[src/rtl/catb_pkg.sv]
package catb_pkg;

    localparam int COORD_BITS_DEFAULT = 12;
    localparam int ORIGIN_BITS = 12;
    localparam int DIM_BITS = 13;
    localparam int CHAN_BITS = 8;
    localparam int WORD_BITS = 32;
    localparam int ADDR_BITS = 24;
    localparam int PADDR_BITS = 5;

    localparam logic [CHAN_BITS-1:0] ALPHA_OPAQUE = 8'hFF;
    localparam logic [CHAN_BITS-1:0] ALPHA_CLEAR = 8'h00;
    localparam logic [CHAN_BITS:0] BLEND_ONE = 9'd256;

    localparam logic [DIM_BITS-1:0] SCREEN_WIDTH_RESET = 13'd640;
    localparam logic [DIM_BITS-1:0] SCREEN_HEIGHT_RESET = 13'd480;
    localparam logic [DIM_BITS-1:0] TEXTURE_DIM_RESET = 13'd1;

    typedef enum logic [2:0] {
        REG_ORIGIN_X       = 3'd0,
        REG_ORIGIN_Y       = 3'd1,
        REG_TEXTURE_WIDTH  = 3'd2,
        REG_TEXTURE_HEIGHT = 3'd3,
        REG_SCREEN_WIDTH   = 3'd4,
        REG_SCREEN_HEIGHT  = 3'd5,
        REG_HAS_ALPHA      = 3'd6
    } reg_index_t;

    function automatic logic [CHAN_BITS-1:0] mix_channel(
        input logic [CHAN_BITS:0]   weight,
        input logic [CHAN_BITS-1:0] tex,
        input logic [CHAN_BITS-1:0] bg
    );
        logic [2*CHAN_BITS:0] sum;
        begin
            sum = (2*CHAN_BITS+1)'(weight) * (2*CHAN_BITS+1)'(tex)
                + (2*CHAN_BITS+1)'(BLEND_ONE - weight) * (2*CHAN_BITS+1)'(bg);
            mix_channel = sum[2*CHAN_BITS-1:CHAN_BITS];
        end
    endfunction

endpackage

[src/rtl/clipped_alpha_texture_blit_core.sv]
// Each accepted item passes the input register, then the output register.
// Throughput: one texel per cycle back to back; while a result waits, the
// input register takes one more item, then in_ready drops until it drains.
// Reset (rst_n low, asynchronous): pipeline empty, position counters zero,
// registers at origin 0,0, texture 1 x 1, screen 640 x 480, has_alpha 1.
module clipped_alpha_texture_blit_core #(
    parameter int COORD_BITS = catb_pkg::COORD_BITS_DEFAULT
) (
    input  logic        clk,
    input  logic        rst_n,

    input  logic        psel,
    input  logic        penable,
    input  logic        pwrite,
    input  logic [catb_pkg::PADDR_BITS-1:0] paddr,
    input  logic [31:0] pwdata,
    output logic [31:0] prdata,
    output logic        pready,

    input  logic        in_valid,
    output logic        in_ready,
    input  logic [7:0]  texel_red,
    input  logic [7:0]  texel_green,
    input  logic [7:0]  texel_blue,
    input  logic [7:0]  texel_alpha,
    input  logic [31:0] background,

    output logic        out_valid,
    input  logic        out_ready,
    output logic        write_enable,
    output logic [23:0] pixel_address,
    output logic [31:0] pixel_color,
    output logic        end_of_texture
);

    localparam int DIM_W = catb_pkg::DIM_BITS;
    localparam int CMP_W = (COORD_BITS + 1 > DIM_W) ? COORD_BITS + 1 : DIM_W;
    localparam int POS_W = ((catb_pkg::ORIGIN_BITS > COORD_BITS)
                            ? catb_pkg::ORIGIN_BITS : COORD_BITS) + 1;
    localparam int PROD_W = POS_W + DIM_W + 1;
    localparam logic [CMP_W-1:0] MAX_DIM = CMP_W'(1) << COORD_BITS;

    logic [catb_pkg::ORIGIN_BITS-1:0] origin_x_reg;
    logic [catb_pkg::ORIGIN_BITS-1:0] origin_y_reg;
    logic [DIM_W-1:0] texture_width_reg;
    logic [DIM_W-1:0] texture_height_reg;
    logic [DIM_W-1:0] screen_width_reg;
    logic [DIM_W-1:0] screen_height_reg;
    logic             has_alpha_reg;

    logic [COORD_BITS-1:0] column_offset_reg;
    logic [COORD_BITS-1:0] row_offset_reg;
    logic [COORD_BITS-1:0] column_offset_next;
    logic [COORD_BITS-1:0] row_offset_next;

    logic        stage_valid_reg;
    logic [7:0]  red_reg;
    logic [7:0]  green_reg;
    logic [7:0]  blue_reg;
    logic [7:0]  alpha_reg;
    logic [31:0] bg_reg;
    logic [POS_W-1:0] x_reg;
    logic [POS_W-1:0] y_reg;
    logic        last_reg;

    logic        out_valid_reg;
    logic        write_enable_reg;
    logic [23:0] pixel_address_reg;
    logic [31:0] pixel_color_reg;
    logic        end_of_texture_reg;

    logic        write_enable_next;
    logic [23:0] pixel_address_next;
    logic [31:0] pixel_color_next;
    logic        last_next;

    logic             cfg_write;
    catb_pkg::reg_index_t cfg_index;
    logic             in_accept;
    logic             stage_ready;
    logic             out_load;
    logic [CMP_W-1:0] tw_clamped;
    logic [CMP_W-1:0] th_clamped;
    logic [CMP_W-1:0] column_plus;
    logic [CMP_W-1:0] row_plus;
    logic [PROD_W-1:0] address_full;
    logic [8:0]       weight;
    logic [7:0]       mix_red;
    logic [7:0]       mix_green;
    logic [7:0]       mix_blue;

    assign pready    = 1'b1;
    assign cfg_write = psel && penable && pwrite && pready;
    assign cfg_index = catb_pkg::reg_index_t'(paddr[catb_pkg::PADDR_BITS-1:2]);

    always_comb
    begin
        case (cfg_index)
            catb_pkg::REG_ORIGIN_X:       prdata = 32'(origin_x_reg);
            catb_pkg::REG_ORIGIN_Y:       prdata = 32'(origin_y_reg);
            catb_pkg::REG_TEXTURE_WIDTH:  prdata = 32'(texture_width_reg);
            catb_pkg::REG_TEXTURE_HEIGHT: prdata = 32'(texture_height_reg);
            catb_pkg::REG_SCREEN_WIDTH:   prdata = 32'(screen_width_reg);
            catb_pkg::REG_SCREEN_HEIGHT:  prdata = 32'(screen_height_reg);
            catb_pkg::REG_HAS_ALPHA:      prdata = 32'(has_alpha_reg);
            default:                      prdata = 32'd0;
        endcase
    end

    always_ff @(posedge clk or negedge rst_n)
    begin
        if (!rst_n)
        begin
            origin_x_reg       <= '0;
            origin_y_reg       <= '0;
            texture_width_reg  <= catb_pkg::TEXTURE_DIM_RESET;
            texture_height_reg <= catb_pkg::TEXTURE_DIM_RESET;
            screen_width_reg   <= catb_pkg::SCREEN_WIDTH_RESET;
            screen_height_reg  <= catb_pkg::SCREEN_HEIGHT_RESET;
            has_alpha_reg      <= 1'b1;
        end
        else if (cfg_write)
        begin
            case (cfg_index)
                catb_pkg::REG_ORIGIN_X:       origin_x_reg <= pwdata[11:0];
                catb_pkg::REG_ORIGIN_Y:       origin_y_reg <= pwdata[11:0];
                catb_pkg::REG_TEXTURE_WIDTH:  texture_width_reg <= pwdata[12:0];
                catb_pkg::REG_TEXTURE_HEIGHT: texture_height_reg <= pwdata[12:0];
                catb_pkg::REG_SCREEN_WIDTH:   screen_width_reg <= pwdata[12:0];
                catb_pkg::REG_SCREEN_HEIGHT:  screen_height_reg <= pwdata[12:0];
                catb_pkg::REG_HAS_ALPHA:      has_alpha_reg <= pwdata[0];
                default:                      ;
            endcase
        end
    end

    // handshake: each stage takes a new item when empty or when it drains
    assign out_load    = !out_valid_reg || out_ready;
    assign stage_ready = !stage_valid_reg || out_load;
    assign in_ready    = stage_ready;
    assign in_accept   = in_valid && in_ready;

    always_comb
    begin
        if (texture_width_reg == '0)
            tw_clamped = CMP_W'(1);
        else if (CMP_W'(texture_width_reg) > MAX_DIM)
            tw_clamped = MAX_DIM;
        else
            tw_clamped = CMP_W'(texture_width_reg);

        if (texture_height_reg == '0)
            th_clamped = CMP_W'(1);
        else if (CMP_W'(texture_height_reg) > MAX_DIM)
            th_clamped = MAX_DIM;
        else
            th_clamped = CMP_W'(texture_height_reg);

        column_plus = CMP_W'(column_offset_reg) + CMP_W'(1);
        row_plus    = CMP_W'(row_offset_reg) + CMP_W'(1);

        column_offset_next = column_offset_reg;
        row_offset_next    = row_offset_reg;
        last_next          = 1'b0;
        if (column_plus >= tw_clamped)
        begin
            column_offset_next = '0;
            if (row_plus >= th_clamped)
            begin
                row_offset_next = '0;
                last_next       = 1'b1;
            end
            else
            begin
                row_offset_next = row_plus[COORD_BITS-1:0];
            end
        end
        else
        begin
            column_offset_next = column_plus[COORD_BITS-1:0];
        end
    end

    always_ff @(posedge clk or negedge rst_n)
    begin
        if (!rst_n)
        begin
            column_offset_reg <= '0;
            row_offset_reg    <= '0;
            stage_valid_reg   <= 1'b0;
            out_valid_reg     <= 1'b0;
        end
        else
        begin
            if (in_accept)
            begin
                column_offset_reg <= column_offset_next;
                row_offset_reg    <= row_offset_next;
            end
            if (stage_ready)
                stage_valid_reg <= in_valid;
            if (out_load)
                out_valid_reg <= stage_valid_reg;
        end
    end

    // input register: hold texel, background, placement and end flag
    always_ff @(posedge clk)
    begin
        if (in_accept)
        begin
            red_reg   <= texel_red;
            green_reg <= texel_green;
            blue_reg  <= texel_blue;
            alpha_reg <= has_alpha_reg ? texel_alpha : catb_pkg::ALPHA_OPAQUE;
            bg_reg    <= background;
            x_reg     <= POS_W'(origin_x_reg) + POS_W'(column_offset_reg);
            y_reg     <= POS_W'(origin_y_reg) + POS_W'(row_offset_reg);
            last_reg  <= last_next;
        end
    end

    assign weight    = 9'(alpha_reg) + 9'd1;
    assign mix_red   = catb_pkg::mix_channel(weight, red_reg, bg_reg[23:16]);
    assign mix_green = catb_pkg::mix_channel(weight, green_reg, bg_reg[15:8]);
    assign mix_blue  = catb_pkg::mix_channel(weight, blue_reg, bg_reg[7:0]);
    assign address_full = PROD_W'(y_reg) * PROD_W'(screen_width_reg) + PROD_W'(x_reg);

    always_comb
    begin
        write_enable_next  = 1'b0;
        pixel_address_next = '0;
        pixel_color_next   = '0;
        if (x_reg < POS_W'(screen_width_reg) && y_reg < POS_W'(screen_height_reg)
            && alpha_reg != catb_pkg::ALPHA_CLEAR)
        begin
            write_enable_next  = 1'b1;
            pixel_address_next = address_full[23:0];
            if (alpha_reg == catb_pkg::ALPHA_OPAQUE)
                pixel_color_next = {catb_pkg::ALPHA_OPAQUE, red_reg, green_reg, blue_reg};
            else
                pixel_color_next = {catb_pkg::ALPHA_OPAQUE, mix_red, mix_green, mix_blue};
        end
    end

    always_ff @(posedge clk)
    begin
        if (out_load && stage_valid_reg)
        begin
            write_enable_reg   <= write_enable_next;
            pixel_address_reg  <= pixel_address_next;
            pixel_color_reg    <= pixel_color_next;
            end_of_texture_reg <= last_reg;
        end
    end

    assign out_valid      = out_valid_reg;
    assign write_enable   = write_enable_reg;
    assign pixel_address  = pixel_address_reg;
    assign pixel_color    = pixel_color_reg;
    assign end_of_texture = end_of_texture_reg;

endmodule

[config.mk]
export PLATFORM = sky130hd
export DESIGN_NAME = clipped_alpha_texture_blit_core
export DESIGN_NICKNAME = d
export VERILOG_FILES = /design/src/rtl/catb_pkg.sv /design/src/rtl/clipped_alpha_texture_blit_core.sv
export SDC_FILE = /design/constraint.sdc
export NUM_CORES = 2
export LEC_CHECK = 0
export BUFFER_PORTS_ARGS = -buffer_cell sky130_fd_sc_hd__buf_2
export CAP_MARGIN = 5
export CORE_ASPECT_RATIO = 0.6
export CORE_MARGIN = 1.5
export CORE_UTILIZATION = 30
export CTS_BUF_LIST = sky130_fd_sc_hd__clkbuf_8
export CTS_CLUSTER_DIAMETER = 40
export DETAILED_ROUTE_END_ITERATION = 16
export HOLD_SLACK_MARGIN = 0.03
export MAX_ROUTING_LAYER = met4
export PLACE_DENSITY = 0.51
export SYNTH_ARGS = -nofsm -noshare
export SYNTH_HDL_FRONTEND = slang
export SYNTH_SLANG_ARGS = --single-unit
export TNS_END_PERCENT = 5
[constraint.sdc]
create_clock -name clk -period 9.05 [get_ports clk]
set_clock_uncertainty 0.1 [all_clocks]
set_input_delay 2.2625 -clock clk [delete_from_list [all_inputs] [get_ports clk]]
set_output_delay 2.2625 -clock clk [all_outputs]
set_load 0.02 [all_outputs]
==> results.json <==
{
  "status": "complete, no violations",
  "endpoint_kind": "register",
  "finalCriticalPeriod_ns": 8.401,
  "synth_flop_cell": "edfxtp_1",
  "dp_hpwl_um": 73540,
  "post-place-ws_ns": 0.7105,
  "rsz0062_at_grt": "no",
  "die_w_um": 427.8,
  "tightest_slew_ns": 1.162,
  "crit_fanout": 14,
  "h-tree-depth": 2,
  "clock_latency_ns": 0.70,
  "met3_usage": 0.04097,
  "synth_edf_count": 134,
  "drt_iter0_markers": 1663,
  "drive_gt1_frac": 0.1097,
  "final_nets": 4351,
  "min_period_over_period": 0.9283,
  "synth_area_leaders": "fa_1 (31%), edfxtp_1 (12%), ha_1 (12%)",
  "clock_sinks": 237,
  "syn-cell-area_mm2": 0.03248,
  "gr-max-usage-layer": "met1",
  "grt.met2_usage": 0.2077,
  "grt_pass1_vias": 23090,
  "final_hold_viol_count": 0,
  "post_cts_buffers": 0,
  "syn2layout_area_growth_pct": 10.35,
  "die_area_mm2": 0.1103,
  "ios": 201,
  "rows": 93,
  "tns_ns": 0,
  "core_mm2": 0.1073,
  "cts_resized": 0,
  "cp.arrival_ns": 8.73,
  "async_flop_share": 0.4346,
  "globalRoute.totalOverflow": 0,
  "largest_reg_flops": 25,
  "yosys_warnings": 0,
  "max-clock-path-buffers": 3,
  "io_buffers": 151,
  "drc": 0,
  "track_usage": 0.1765,
  "detailroute.via_count": 22690,
  "wl_um": 92570,
  "ys_seq_area_frac": 0.2036,
  "vias_per_cell": 4.631,
  "hp-class": "reg2reg",
  "cts_hold_buf": 0,
  "max_cap_violations": 0,
  "cts_tree": "built",
  "setup_ws_ns": 0.6488,
  "worst_ep_required_time_ns": 9.38,
  "wl_per_cell_um": 18.89,
  "syn_inst": 3328,
  "synth_top_area_share": 0.3063,
  "first_pass_iters": 7,
  "finalMaxSlewViolations": 0,
  "initial_core_util": 0.3028,
  "gp_congestion": 0.8909,
  "use_met1": 0.2903,
  "grt_max_degree": 56,
  "clock_tree.root_cell": "clkbuf_8",
  "ys_types": 66,
  "setup_viol": 0,
  "slew_headroom": 0.2227,
  "cts.reportedPaths.clkPinSlew_ns": 0.07,
  "synth_top_cells_by_count": "inv_1 (646), fa_1 (497), nand2_1 (432)",
  "cts_buffers": 50,
  "drtAntennaViolNets": 0,
  "avgSynthCellArea_um2": 9.760,
  "synth_top_cell_by_area": "fa_1",
  "ys_seq_elements": 237,
  "fmax_mhz": 119.0,
  "critical_path_class": "reg2reg",
  "start_kind": "register",
  "die_h_um": 257.9,
  "grt_pass1_wl_um": 144200,
  "yosysMostFrequentCell": "inv_1",
  "antenna_found_initial": 7
}
-- final cells by class --
cell class                 instances  area, um^2
fill                           11180       71440
multi-input combinational       2304       22890
sequential                       237        6613
inverter                         648        2435
tap                             1425        1783
timing repair buffer             189        1044
clock buffer                      56       770.7
clock inverter                    38       306.5
antenna                            3       7.507
-- critical path, cell delays in order, from the launching register on --
cell      delay, ns
edfxtp_1       0.45
ha_1           0.37
nand3_1        0.17
xnor2_2        0.19
nor4b_2        0.33
and2b_1        0.27
nand2_1        0.12
xnor2_2        0.68
buf_4          0.32
nand2_1        0.10
fa_1           0.55
inv_1          0.05
fa_1           0.56
fa_1           0.44
fa_1           0.46
fa_1           0.49
inv_1          0.05
fa_1           0.47
inv_1          0.04
ha_1           0.32
and3_1         0.19
a21oi_1        0.29
nand3_1        0.21
a41oi_1        0.50
xnor2_1        0.23
nand2_1        0.12
a21oi_1        0.07
-- through the flow --
| step | util | hold WS, ns | cells | cell area (um^2) |
|---|---|---|---|---|
| 3_5_place_dp | 0.3240 | 0.3056 | 4803 | 34760 |
| 2_1_floorplan | - | 0.3003 | 3346 | 32550 |
| 5_1_grt | 0.3341 | 0.3308 | 4900 | 35840 |
| 3_3_place_gp | 0.3240 | 0.3078 | 4803 | 34760 |
| 6_report | 0.3341 | 0.3177 | 4900 | 35840 |
| 4_1_cts | 0.3340 | 0.3201 | 4897 | 35840 |
-- logic make-up (layout without fill, tap and decap cells) --
logic type / Yosys count / after routing / share of synthesized area
AO/OA/AOI/OAI: 261 / 261 / 0.05258
XOR/XNOR: 142 / 142 / 0.03875
adder cells (fa/ha/maj): 813 / 813 / 0.4280
buffers and inverters: 805 / 931 / 0.09730
flip-flops: 237 / 237 / 0.2036
multiplexers: 90 / 90 / 0.03162
other: 2 / 23 / 0.0002312
AND/OR/NAND/NOR: 978 / 978 / 0.1479
-- placed cells by master (no fill, tap or decap), types with 11 or more instances in the layout --
cell,n
nand2_1,432
mux2_2,69
a22o_1,14
nor2b_1,59
buf_4,39
o21a_1,11
xnor2_1,87
inv_1,656
edfxtp_1,134
o22ai_1,11
fa_1,497
buf_2,150
o21ai_0,57
ha_1,316
nand3_1,27
nand2b_1,20
clkbuf_8,56
nor3_1,34
and2_1,259
a31oi_1,15
a21o_1,23
conb_1,20
a21oi_1,68
mux2i_1,16
o211ai_1,13
xor2_1,42
nor2_1,86
dfrtp_1,94
and3_1,14
a211oi_1,11
-- worst paths after layout --
path	slack, ns	depth (start not counted)	to	start
max reg2reg	0.65	26	pixel_color[23]	alpha_reg[1]
max	0.65	26	pixel_color[23]	alpha_reg[1]
max in group asynchronous	6.12	2	column_offset_reg[6]	rst_n
min reg2reg	0.32	0	end_of_texture	last_reg
min	0.32	0	end_of_texture	last_reg
min in group asynchronous	1.55	1	texture_height_reg[10]	rst_n
-- per-layer routing --
layer / vias to the layer above / routed length (um)
met5: - / 0
met4: 0 / 1518
met3: 80 / 7534
met2: 701 / 32840
met1: 11370 / 50680
li1: 10540 / -
Power is left out: the tool's default activity adds up to more than one toggle a clock period on the data nets, which glitch-free logic cannot reach.
